**src/skf_pkg.sv**
```systemverilog
// Shared types and constants for the scalar Kalman pressure filter.
// No dependencies; imported by the controller, datapath and top level.
package skf_pkg;

    localparam int SAMPLE_W            = 28;
    localparam int VAR_W               = 32;
    localparam int TDATA_W             = 32;
    localparam int CFG_IDX_W           = 2;
    localparam int GAIN_FRAC_BITS_DEF  = 16;

    localparam logic [VAR_W-1:0] PROC_NOISE_RST = 32'd655;
    localparam logic [VAR_W-1:0] MEAS_NOISE_RST = 32'd655360;
    localparam logic [VAR_W-1:0] INIT_VAR_RST   = 32'd65536;

    localparam logic [CFG_IDX_W-1:0] CFG_PROC_NOISE = 2'd0;
    localparam logic [CFG_IDX_W-1:0] CFG_MEAS_NOISE = 2'd1;
    localparam logic [CFG_IDX_W-1:0] CFG_INIT_VAR   = 2'd2;

    typedef struct packed {
        logic load_in;
        logic pred;
        logic div_step;
        logic div_first;
        logic mul_gain;
        logic mul_var;
        logic commit;
    } t_dp_cmd;

endpackage

```
**src/skf_ctrl.sv**
```systemverilog
// Sequencing controller for the scalar Kalman pressure filter.
// Depends on skf_pkg; drives the command struct of skf_datapath.
module skf_ctrl #(
    parameter int GAIN_FRAC_BITS = skf_pkg::GAIN_FRAC_BITS_DEF
) (
    input  logic             i_clk,
    input  logic             i_rst_n,
    input  logic             i_in_valid,
    output logic             o_in_ready,
    input  logic             i_out_ready,
    output logic             o_out_valid,
    output skf_pkg::t_dp_cmd o_cmd
);
    import skf_pkg::*;

    localparam int CNT_W = $clog2(GAIN_FRAC_BITS + 1);
    localparam logic [CNT_W-1:0] CNT_TOP = CNT_W'(GAIN_FRAC_BITS);

    typedef enum logic [2:0] {
        ST_IDLE,
        ST_PRED,
        ST_DIV,
        ST_MULG,
        ST_MULV,
        ST_COMMIT
    } t_state;

    t_state           r_state;
    logic [CNT_W-1:0] r_cnt;
    logic             r_in_ready;
    logic             r_out_valid;
    logic             accept;
    logic             out_free;

    assign accept   = r_in_ready && i_in_valid;
    assign out_free = !r_out_valid || i_out_ready;

    always_comb begin
        o_cmd           = '0;
        o_cmd.load_in   = accept;
        o_cmd.pred      = (r_state == ST_PRED);
        o_cmd.div_step  = (r_state == ST_DIV);
        o_cmd.div_first = (r_cnt == CNT_TOP);
        o_cmd.mul_gain  = (r_state == ST_MULG);
        o_cmd.mul_var   = (r_state == ST_MULV);
        o_cmd.commit    = (r_state == ST_COMMIT) && out_free;
    end

    always_ff @(posedge i_clk) begin
        if (!i_rst_n) begin
            r_state     <= ST_IDLE;
            r_cnt       <= '0;
            r_in_ready  <= 1'b0;
            r_out_valid <= 1'b0;
        end else begin
            r_out_valid <= ((r_state == ST_COMMIT) && out_free)
                           || (r_out_valid && !i_out_ready);
            unique case (r_state)
                ST_IDLE: begin
                    r_in_ready <= !accept;
                    if (accept) begin
                        r_state <= ST_PRED;
                    end
                end
                ST_PRED: begin
                    r_cnt   <= CNT_TOP;
                    r_state <= ST_DIV;
                end
                ST_DIV: begin
                    r_cnt <= r_cnt - CNT_W'(1);
                    if (r_cnt == '0) begin
                        r_state <= ST_MULG;
                    end
                end
                ST_MULG: begin
                    r_state <= ST_MULV;
                end
                ST_MULV: begin
                    r_state <= ST_COMMIT;
                end
                ST_COMMIT: begin
                    if (out_free) begin
                        r_in_ready  <= 1'b1;
                        r_state     <= ST_IDLE;
                    end
                end
                default: begin
                    r_state <= ST_IDLE;
                end
            endcase
        end
    end

    assign o_in_ready  = r_in_ready;
    assign o_out_valid = r_out_valid;

endmodule

```
**src/skf_datapath.sv**
```systemverilog
// Datapath of the scalar Kalman pressure filter: config registers, state,
// restoring gain divider, shared multiplier and output register. Uses skf_pkg.
module skf_datapath #(
    parameter int GAIN_FRAC_BITS = skf_pkg::GAIN_FRAC_BITS_DEF
) (
    input  logic                            i_clk,
    input  logic                            i_rst_n,
    input  skf_pkg::t_dp_cmd                i_cmd,
    input  logic                            i_cfg_we,
    input  logic [skf_pkg::CFG_IDX_W-1:0]   i_cfg_idx,
    input  logic [skf_pkg::VAR_W-1:0]       i_cfg_data,
    input  logic [skf_pkg::SAMPLE_W-1:0]    i_sample,
    output logic [skf_pkg::SAMPLE_W-1:0]    o_filtered
);
    import skf_pkg::*;

    localparam int G      = GAIN_FRAC_BITS;
    localparam int GAIN_W = G + 1;
    localparam int DEN_W  = VAR_W + 1;
    localparam int REM_W  = VAR_W + 2;
    localparam int PROD_W = GAIN_W + VAR_W;
    localparam int EST_W  = SAMPLE_W + 2;
    localparam logic [GAIN_W-1:0] ONE  = GAIN_W'(1) << G;
    localparam logic [PROD_W-1:0] HALF = PROD_W'(1) << (G - 1);
    localparam logic [SAMPLE_W-1:0] EST_MAX = '1;

    logic [VAR_W-1:0]    r_proc_noise, r_meas_noise;
    logic [SAMPLE_W-1:0] r_est;
    logic [VAR_W-1:0]    r_var;
    logic [SAMPLE_W-1:0] r_sample;
    logic [VAR_W-1:0]    r_pv;
    logic [DEN_W-1:0]    r_den;
    logic [REM_W-1:0]    r_rem;
    logic [GAIN_W-1:0]   r_quo;
    logic [GAIN_W-1:0]   r_gain;
    logic [SAMPLE_W-1:0] r_mag;
    logic                r_neg;
    logic [PROD_W-1:0]   r_prod;
    logic [SAMPLE_W-1:0] r_out;

    logic [VAR_W:0]      pv_sum;
    logic [VAR_W-1:0]    pv_sat;
    logic [REM_W-1:0]    trial;
    logic                ge;
    logic [GAIN_W-1:0]   gain_eff;
    logic [GAIN_W-1:0]   mul_a;
    logic [VAR_W-1:0]    mul_b;
    logic [PROD_W-1:0]   mul_p;
    logic [PROD_W-1:0]   rnd;
    logic [SAMPLE_W:0]   step;
    logic [EST_W-1:0]    est_next;
    logic [SAMPLE_W-1:0] est_clamp;
    logic [DEN_W-1:0]    var_shift;
    logic [VAR_W-1:0]    var_sat;

    assign pv_sum = {1'b0, r_var} + {1'b0, r_proc_noise};
    assign pv_sat = pv_sum[VAR_W] ? '1 : pv_sum[VAR_W-1:0];

    assign trial = i_cmd.div_first ? r_rem : {r_rem[REM_W-2:0], 1'b0};
    assign ge    = (trial >= {1'b0, r_den});

    assign gain_eff = (r_den == '0) ? '0 : r_quo;

    always_comb begin
        if (i_cmd.mul_gain) begin
            mul_a = gain_eff;
            mul_b = VAR_W'(r_mag);
        end else begin
            mul_a = ONE - r_gain;
            mul_b = r_pv;
        end
    end
    assign mul_p = PROD_W'(mul_a) * PROD_W'(mul_b);

    assign rnd  = r_prod + HALF;
    assign step = rnd[G +: SAMPLE_W + 1];
    assign est_next = r_neg ? ({2'b00, r_est} - {1'b0, step})
                            : ({2'b00, r_est} + {1'b0, step});
    always_comb begin
        if (est_next[EST_W-1]) begin
            est_clamp = '0;
        end else if (est_next[EST_W-2]) begin
            est_clamp = EST_MAX;
        end else begin
            est_clamp = est_next[SAMPLE_W-1:0];
        end
    end

    assign var_shift = rnd[G +: DEN_W];
    assign var_sat   = var_shift[VAR_W] ? '1 : var_shift[VAR_W-1:0];

    always_ff @(posedge i_clk) begin
        if (!i_rst_n) begin
            r_proc_noise <= PROC_NOISE_RST;
            r_meas_noise <= MEAS_NOISE_RST;
            r_var        <= INIT_VAR_RST;
            r_est        <= '0;
        end else begin
            if (i_cfg_we) begin
                unique case (i_cfg_idx)
                    CFG_PROC_NOISE: r_proc_noise <= i_cfg_data;
                    CFG_MEAS_NOISE: r_meas_noise <= i_cfg_data;
                    CFG_INIT_VAR: begin
                        r_var <= i_cfg_data;
                    end
                    default: begin
                    end
                endcase
            end
            if (i_cmd.mul_var) begin
                r_est <= est_clamp;
            end
            if (i_cmd.commit) begin
                r_var <= var_sat;
            end
        end
    end

    always_ff @(posedge i_clk) begin
        if (i_cmd.load_in) begin
            r_sample <= i_sample;
        end
        if (i_cmd.pred) begin
            r_pv  <= pv_sat;
            r_den <= {1'b0, pv_sat} + {1'b0, r_meas_noise};
            r_rem <= {2'b00, pv_sat};
            r_quo <= '0;
            if (r_sample >= r_est) begin
                r_neg <= 1'b0;
                r_mag <= r_sample - r_est;
            end else begin
                r_neg <= 1'b1;
                r_mag <= r_est - r_sample;
            end
        end
        if (i_cmd.div_step) begin
            r_rem <= ge ? (trial - {1'b0, r_den}) : trial;
            r_quo <= {r_quo[GAIN_W-2:0], ge};
        end
        if (i_cmd.mul_gain) begin
            r_gain <= gain_eff;
            r_prod <= mul_p;
        end
        if (i_cmd.mul_var) begin
            r_prod <= mul_p;
        end
        if (i_cmd.commit) begin
            r_out <= r_est;
        end
    end

    assign o_filtered = r_out;

endmodule

```
**src/scalar_kalman_pressure_filter.sv**
```systemverilog
// Scalar Kalman pressure filter, top level.
// Depends on skf_pkg, skf_ctrl and skf_datapath.
//
// Input stream s_axis: one raw pressure sample (unsigned Q20.8 Pa) per request.
// Output stream m_axis: one filtered estimate (unsigned Q20.8 Pa) per request.
// Config port: i_cfg_we writes i_cfg_data into register i_cfg_idx
//   (0 process noise, 1 measurement noise, 2 initial variance, Q16.16);
//   writing the initial variance also reloads the error variance.
//   Write only while the block is idle; index 3 is ignored.
// Processing: after accept the sample passes the restoring gain divider, which
//   resolves one quotient bit per cycle, followed by two passes of the shared
//   multiplier, before the result reaches m_axis_tvalid.
// Flow: one sample at a time; s_axis_tready stays low until the result is committed.
// The output register holds a result while the next sample is processed; if
// m_axis_tready stays low the block holds in its final step until the old
// result is taken, then loads the new one and reopens s_axis_tready.
// Reset: synchronous, active low; estimate clears to 0, registers take their
// reset values and the error variance loads the initial variance.
module scalar_kalman_pressure_filter #(
    parameter int GAIN_FRAC_BITS = skf_pkg::GAIN_FRAC_BITS_DEF
) (
    input  logic                              i_clk,
    input  logic                              i_rst_n,
    input  logic                              s_axis_tvalid,
    output logic                              s_axis_tready,
    input  logic [skf_pkg::TDATA_W-1:0]       s_axis_tdata,   // [27:0] raw_sample
    output logic                              m_axis_tvalid,
    input  logic                              m_axis_tready,
    output logic [skf_pkg::TDATA_W-1:0]       m_axis_tdata,   // [27:0] filtered_value
    input  logic                              i_cfg_we,
    input  logic [skf_pkg::CFG_IDX_W-1:0]     i_cfg_idx,
    input  logic [skf_pkg::VAR_W-1:0]         i_cfg_data
);
    import skf_pkg::*;

    t_dp_cmd             cmd;
    logic [SAMPLE_W-1:0] filtered;

    skf_ctrl #(
        .GAIN_FRAC_BITS(GAIN_FRAC_BITS)
    ) u_ctrl (
        .i_clk       (i_clk),
        .i_rst_n     (i_rst_n),
        .i_in_valid  (s_axis_tvalid),
        .o_in_ready  (s_axis_tready),
        .i_out_ready (m_axis_tready),
        .o_out_valid (m_axis_tvalid),
        .o_cmd       (cmd)
    );

    skf_datapath #(
        .GAIN_FRAC_BITS(GAIN_FRAC_BITS)
    ) u_datapath (
        .i_clk      (i_clk),
        .i_rst_n    (i_rst_n),
        .i_cmd      (cmd),
        .i_cfg_we   (i_cfg_we),
        .i_cfg_idx  (i_cfg_idx),
        .i_cfg_data (i_cfg_data),
        .i_sample   (s_axis_tdata[SAMPLE_W-1:0]),
        .o_filtered (filtered)
    );

    assign m_axis_tdata = {{(TDATA_W - SAMPLE_W){1'b0}}, filtered};

endmodule

```
**config.mk**
```make
export PLATFORM = sky130hd
export DESIGN_NAME = scalar_kalman_pressure_filter
export DESIGN_NICKNAME = d
export VERILOG_FILES = /design/src/skf_pkg.sv /design/src/skf_ctrl.sv /design/src/skf_datapath.sv /design/src/scalar_kalman_pressure_filter.sv
export SDC_FILE = /design/constraint.sdc
export NUM_CORES = 2
export LEC_CHECK = 0
export BUFFER_PORTS_ARGS = -buffer_cell sky130_fd_sc_hd__buf_2
export CAP_MARGIN = 20
export CORE_MARGIN = 3
export CORE_UTILIZATION = 59
export DETAILED_ROUTE_END_ITERATION = 12
export PLACE_DENSITY = 0.79
export SYNTH_ARGS = -nofsm -noshare
export SYNTH_HDL_FRONTEND = slang
export SYNTH_HIERARCHICAL = 1
export SYNTH_SLANG_ARGS = --single-unit
```
**constraint.sdc**
```tcl
create_clock -name i_clk -period 9.1 [get_ports i_clk]
set_input_delay 1.82 -clock i_clk [delete_from_list [all_inputs] [get_ports i_clk]]
set_output_delay 1.82 -clock i_clk [all_outputs]
set_load 0.01 [all_outputs]
```
# --- After elaboration in Yosys (flattened, before gate mapping) ---
# Cells that the tools add are included.
word_totals:
  register_bits: 401
  inputBits: 71
  out_inout_bits: 34
classes:
  add_sub_neg: 10
  n_mul: 1
  order_cmp: 2
  eq_ne: 11
  n_mux: 28
  n_reduce_logical: 22
ops:
  columns: ["operator", "n"]
  rows:
  - ["$mux 32", 6]
  - ["$mux 34", 4]
  - ["$mux 49", 2]
  - ["$mux 28", 3]
  - ["$mux 17", 4]
  - ["$add 32x32->33", 2]
  - ["$sub 28x28->28", 2]
  - ["$add 49x16->49 const B", 1]
  - ["$mul 17x32->49", 1]
  - ["$ge 34x33->1", 1]
  - ["$sub 34x33->34", 1]
  - ["$logic_not 33->1", 1]
  - ["$add 28x29->30", 1]
  - ["$mux 30", 1]
  - ["$sub 28x29->30", 1]
  - ["$ge 28x28->1", 1]
  - ["$pmux 3 s6", 1]
  - ["$sub 17x17->17 const A", 1]
  - ["$pmux 5 s2", 1]
  - ["$reduce_bool 2->1", 5]
  - ["$mux 3", 3]
  - ["$reduce_and 2->1", 4]
  - ["$eq 3x2->1 const B", 2]
  - ["$eq 3x3->1 const B", 2]
  - ["other kinds (15)", 23]

# --- Logic depth before layout (Yosys ltp) ---
depth:
  ltp_word: 6
  depth_mapped: 33
  ltp_nobuf: 31

# --- Hierarchy ---
# Netlist, hierarchy kept.
modules_own_cells:
  columns: ["mod", "instances", "cells_per_inst", "area_per_inst_um2", "seq_area_each_um2"]
  rows:
  - ["skf_datapath", 1, 4631, 41559.9, 10049.6]
  - ["skf_ctrl", 1, 73, 600.6, 200.2]
  - ["scalar_kalman_pressure_filter", 1, 5, 33.8, 0.0]

# --- Worst setup path after synthesis ---
# OpenSTA, ideal clock, no wires.
synth_path:
  path_type: "reg2reg"
  from: "register u_ctrl.r_state[1]"
  to: "register u_datapath.r_prod[48], data pin"
  setup_time_ps: 260
  arrival_time_ps: 8526
  required_ps: 8840
  setup_slack_ps: 314
  path_stages_with_launch: 29
  n_path_buf: 4
  period_less_slack_ps: 8786
  cell_sequence: "dfxtp_1 > buf_2 > nand2b_1 > nor2_1 > clkbuf_1 > clkbuf_1 > clkbuf_1 > mux2i_1 > nor2_1 > fa_1 > inv_1 > fa_1 > fa_1 > inv_1 > fa_1 > fa_1 > inv_1 > fa_1 > inv_1 > ha_1 > nand4_1 > or2_2 > a2111oi_0 > nor3_1 > o21a_1 > o21a_1 > o21ai_0 > nor2_1 > xnor2_1"
synth_lines:
  columns: ["element", "line_no", "text"]
  rows:
  - ["start, declared", "skf_ctrl.sv:28", "t_state r_state;"]
  - ["start signal, assigned", "skf_ctrl.sv:51", "r_state <= ST_IDLE;"]
  - ["start signal, assigned", "skf_ctrl.sv:62", "r_state <= ST_PRED;"]
  - ["start signal, assigned", "skf_ctrl.sv:67", "r_state <= ST_DIV;"]
  - ["end signal, assigned", "skf_datapath.sv:142", "r_prod <= mul_p;"]
  - ["end signal, assigned", "skf_datapath.sv:145", "r_prod <= mul_p;"]
  - ["end, declared", "skf_datapath.sv:38", "logic [PROD_W-1:0] r_prod;"]

# --- Final worst setup path ---
layout_path:
  from: "register u_datapath.r_gain[0]"
  to: "register u_datapath.r_prod[48], data pin"
layout_via:
  elab_chain_cells: 5
layout_lines:
  columns: ["element", "line_no", "text"]
  rows:
  - ["start, declared", "skf_datapath.sv:35", "logic [GAIN_W-1:0] r_gain;"]
  - ["start signal, assigned", "skf_datapath.sv:141", "r_gain <= gain_eff;"]
  - ["$sub 17x17->17 (*)", "skf_datapath.sv:69", "mul_a = ONE - r_gain;"]
  - ["$mux 17 (*)", "skf_datapath.sv:65", "if (i_cmd.mul_gain) begin"]
  - ["$mul 17x32->49 (*)", "skf_datapath.sv:73", "assign mul_p = PROD_W'(mul_a) * PROD_W'(mul_b);"]
  - ["via u_datapath.mul_p[48]", "skf_datapath.sv:48", "logic [PROD_W-1:0] mul_p;"]
  - ["$mux 49", "skf_datapath.sv:140", "if (i_cmd.mul_gain) begin"]
  - ["$mux 49 (*)", "skf_datapath.sv:144", "if (i_cmd.mul_var) begin"]
# Mark *: on every way through the listed nets, which the timed path passes. The rest lies on a longest branch. The select of a mux whose other input is x is not followed.
# A chain may end at the register's enable or synchronous reset.

==> run metrics <==
# DRC=0; worst hold stages=2; yosys warns=6; ys async rst share=0; setup skew after layout=31.2 ps; initial antenna violation count=7; maximum clock rate=115 MHz; unrepaired setup endpoints after global routing=false; Routed Antenna Nets=0; simple-gate share of the synthesized area=0.160; CP endpoint kind=flip-flop; post-synthesis cell count=4709; most used cell, CP=fa_1; Skew-Pair Late Insertion Delay=610 ps; setup TNS=0 ps; CTS tree=yes; fraction of layout cells with a size suffix above 1=0.0856; Reg2Reg Depth=29; Distinct cells, synth=93; core area=70400 um2; num ports=105; final slew viol count=0; largest net degree at the start of global routing=93; first-pass GRT wire length=194000 um; Num CTS Buffers=46; Critical Path Max Stage Delay=570 ps; cell area after synthesis=42200 um2; XOR/XNOR Fraction of Synth Area=0.0469; clk root buf=clkbuf_16; maximum fanout along the worst path=22; Seq/Total Area, Yosys=0.243; Reg clk slew, reported paths=60 ps; cell with the most instances after synthesis=nand2_1; fin crit period=8730 ps; Setup CP Type=flip-flop to flip-flop; DRT Wirelength=125000 um; Hold Path Class=flip-flop to flip-flop; max_cap viols=0; post-synthesis adder-cell area fraction=0.305; top cells by count, synth=nand2_1, inv_1, fa_1, a21oi_1, nor2_1; multi-input logic area=28900 um2; largest family of logic cells by synthesized area=adder cells; placed wire-length estimate=97400 um; Sequential cell area=10200 um2; Synth Area in Compound Gates=0.142; largest cells by area after synthesis=fa_1, edfxtp_1, ha_1, dfxtp_1, nand2_1; DR iter-0 viols=3341; height of the die=273 um; IO Port Bufs=96; Layout area overhead=7.86%; area share of the largest cell type after synthesis=0.215; CTS max path bufs=3; outcome=finished clean; final worst path period share=0.959; Worst Path Arrival=9050 ps; Mean Syn Cell Area=8.96 um2; final setup fails=0; Hold Crit Start=u_datapath/r_meas_noise[13]; drt wl/cell=21.7 um; Die ar.=74800 um2; vias in the first global route=35000; CP startpoint kind=flip-flop; Starting Density=0.599; CTS sink cnt=386; nets=5596; GRT overflow=0; overall routing resource usage=0.336; die width=273 um; filler instances=5655; row count=97; Main synth FF type=edfxtp_1; post-synthesis mux area share=0.0275; slowest cell on the critical path=fa_1; worst slew pin tran=1090 ps; Slew HR=0.274; Via-to-Cell Ratio=6.10; #FFs+latches synth=386; crit path from=u_datapath/r_gain[0]; Post-synth EDFFs=252; DR pass1 iterations=6; via total after detailed routing=35000; endpoints failing hold=0; CTS HTree Levels=2; cell taking the most area after synthesis=fa_1; CTS Hold Buffers Added=0; gp weighted congestion=0.975; Req. time, crit path=9420 ps; RR Startpoint=u_datapath/r_gain[0]
-- timing repair --
item                       in CTS  in global routing
gates resized for setup         0                  8
buffers inserted                0                  1
setup endpoints to repair       0                 17
hold endpoints to repair        0                  0
-- cell type report --
| type | instances | area share |
|---|---|---|
| Multi-Input combinational cell | 3505 | 0.634 |
| Sequential cell | 386 | 0.225 |
| Inverter | 623 | 0.0514 |
| Timing Repair Buffer | 205 | 0.0304 |
| Clock buffer | 60 | 0.0285 |
| Tap cell | 940 | 0.0258 |
| Clock inverter | 25 | 0.00440 |
| Antenna cell | 4 | 0.000220 |
-- routing by layer --
metal,track usage,up-vias,routed length (um)
met5,0,-,105
met4,0.164,4,7200
met3,0.0757,445,13000
met2,0.532,1716,55900
met1,0.437,17000,48600
li1,-,15900,-
-- worst paths after layout --
| check | end | slack (ps) |
|---|---|---|
| max | u_datapath/r_prod[48] | 370 |
| min | u_datapath/r_meas_noise[13] | 460 |
| max reg2reg | u_datapath/r_prod[48] | 370 |
| min reg2reg | u_datapath/r_meas_noise[13] | 460 |
-- cells by family (layout without fill, tap and decap cells) --
kind of cell	after synthesis	after routing
flops	386	386
fa+ha+maj	758	758
xor+xnor	224	224
compound gates	927	927
simple gates	1484	1484
mux	108	108
buf+inv	821	913
other cells	1	8
-- flip-flops by register name, summed over array words and instances (netlist names) --
| signal | cells |
|---|---|
| u_datapath/r_proc_noise | 32 |
| u_datapath/r_neg | 1 |
| u_datapath/r_sample | 28 |
| u_ctrl/r_state | 3 |
| u_ctrl/o_out_valid | 1 |
| u_datapath/r_gain | 17 |
| u_datapath/o_filtered | 28 |
| u_datapath/r_var | 32 |
| u_datapath/r_meas_noise | 32 |
| u_datapath/r_mag | 28 |
| u_datapath/r_den | 33 |
| u_datapath/r_quo | 17 |
| u_datapath/r_est | 28 |
| u_ctrl/r_cnt | 5 |
| u_datapath/r_prod | 34 |
| u_datapath/r_pv | 32 |
| u_ctrl/o_in_ready | 1 |
| u_datapath/r_rem | 34 |
-- critical path: cells and delay by family (launching register included) --
family / cells / cell delay (ps)
adders and majority gates: 7 / 3400
and+or+nand+nor: 9 / 2100
AOI/OAI and AO/OA: 5 / 1250
buffers and inverters: 6 / 860
DFF: 1 / 510
xor gates and xnor gates: 2 / 280
-- per-stage QoR --
stage | utilization | instances | area [um2] | worst slack, ps | hold WS, ps
2_1_floorplan | - | 4712 | 42200 | 314 | 440
3_3_place_gp | 0.624 | 5654 | 43900 | 234 | 446
3_5_place_dp | 0.624 | 5656 | 43900 | 31.6 | 451
4_1_cts | 0.645 | 5741 | 45400 | 1.59 | 461
5_1_grt | 0.646 | 5745 | 45500 | 11.4 | 479
6_report | 0.647 | 5748 | 45500 | 369 | 460
-- cell usage in the layout (no fill, tap or decap), types with 20 or more instances in the layout --
| cell | synthesis | final |
|---|---|---|
| mux2_2 | 62 | 61 |
| a31oi_1 | 32 | 31 |
| fa_1 | 453 | 453 |
| a21o_1 | 111 | 111 |
| o211ai_1 | 20 | 20 |
| mux2i_1 | 44 | 44 |
| o21ai_0 | 110 | 110 |
| clkbuf_16 | 0 | 49 |
| nor2b_1 | 33 | 32 |
| xnor2_1 | 119 | 119 |
| o21a_1 | 46 | 45 |
| and2_1 | 86 | 85 |
| and3_1 | 37 | 36 |
| nand4_1 | 36 | 36 |
| buf_4 | 10 | 103 |
| dfxtp_1 | 134 | 134 |
| buf_2 | 18 | 96 |
| a22o_1 | 24 | 24 |
| nor3_1 | 52 | 51 |
| nand2b_1 | 57 | 57 |
| a211oi_1 | 25 | 25 |
| edfxtp_1 | 252 | 252 |
| a21oi_1 | 371 | 368 |
| nand2_1 | 652 | 652 |
| o21bai_1 | 28 | 28 |
| ha_1 | 305 | 305 |
| nor2_1 | 371 | 367 |
| xor2_1 | 104 | 104 |
| nand3_1 | 67 | 67 |
| inv_1 | 622 | 621 |
Power is not shown: default switching activity piles up to over one toggle a cycle in this logic, so the estimate is an artifact.
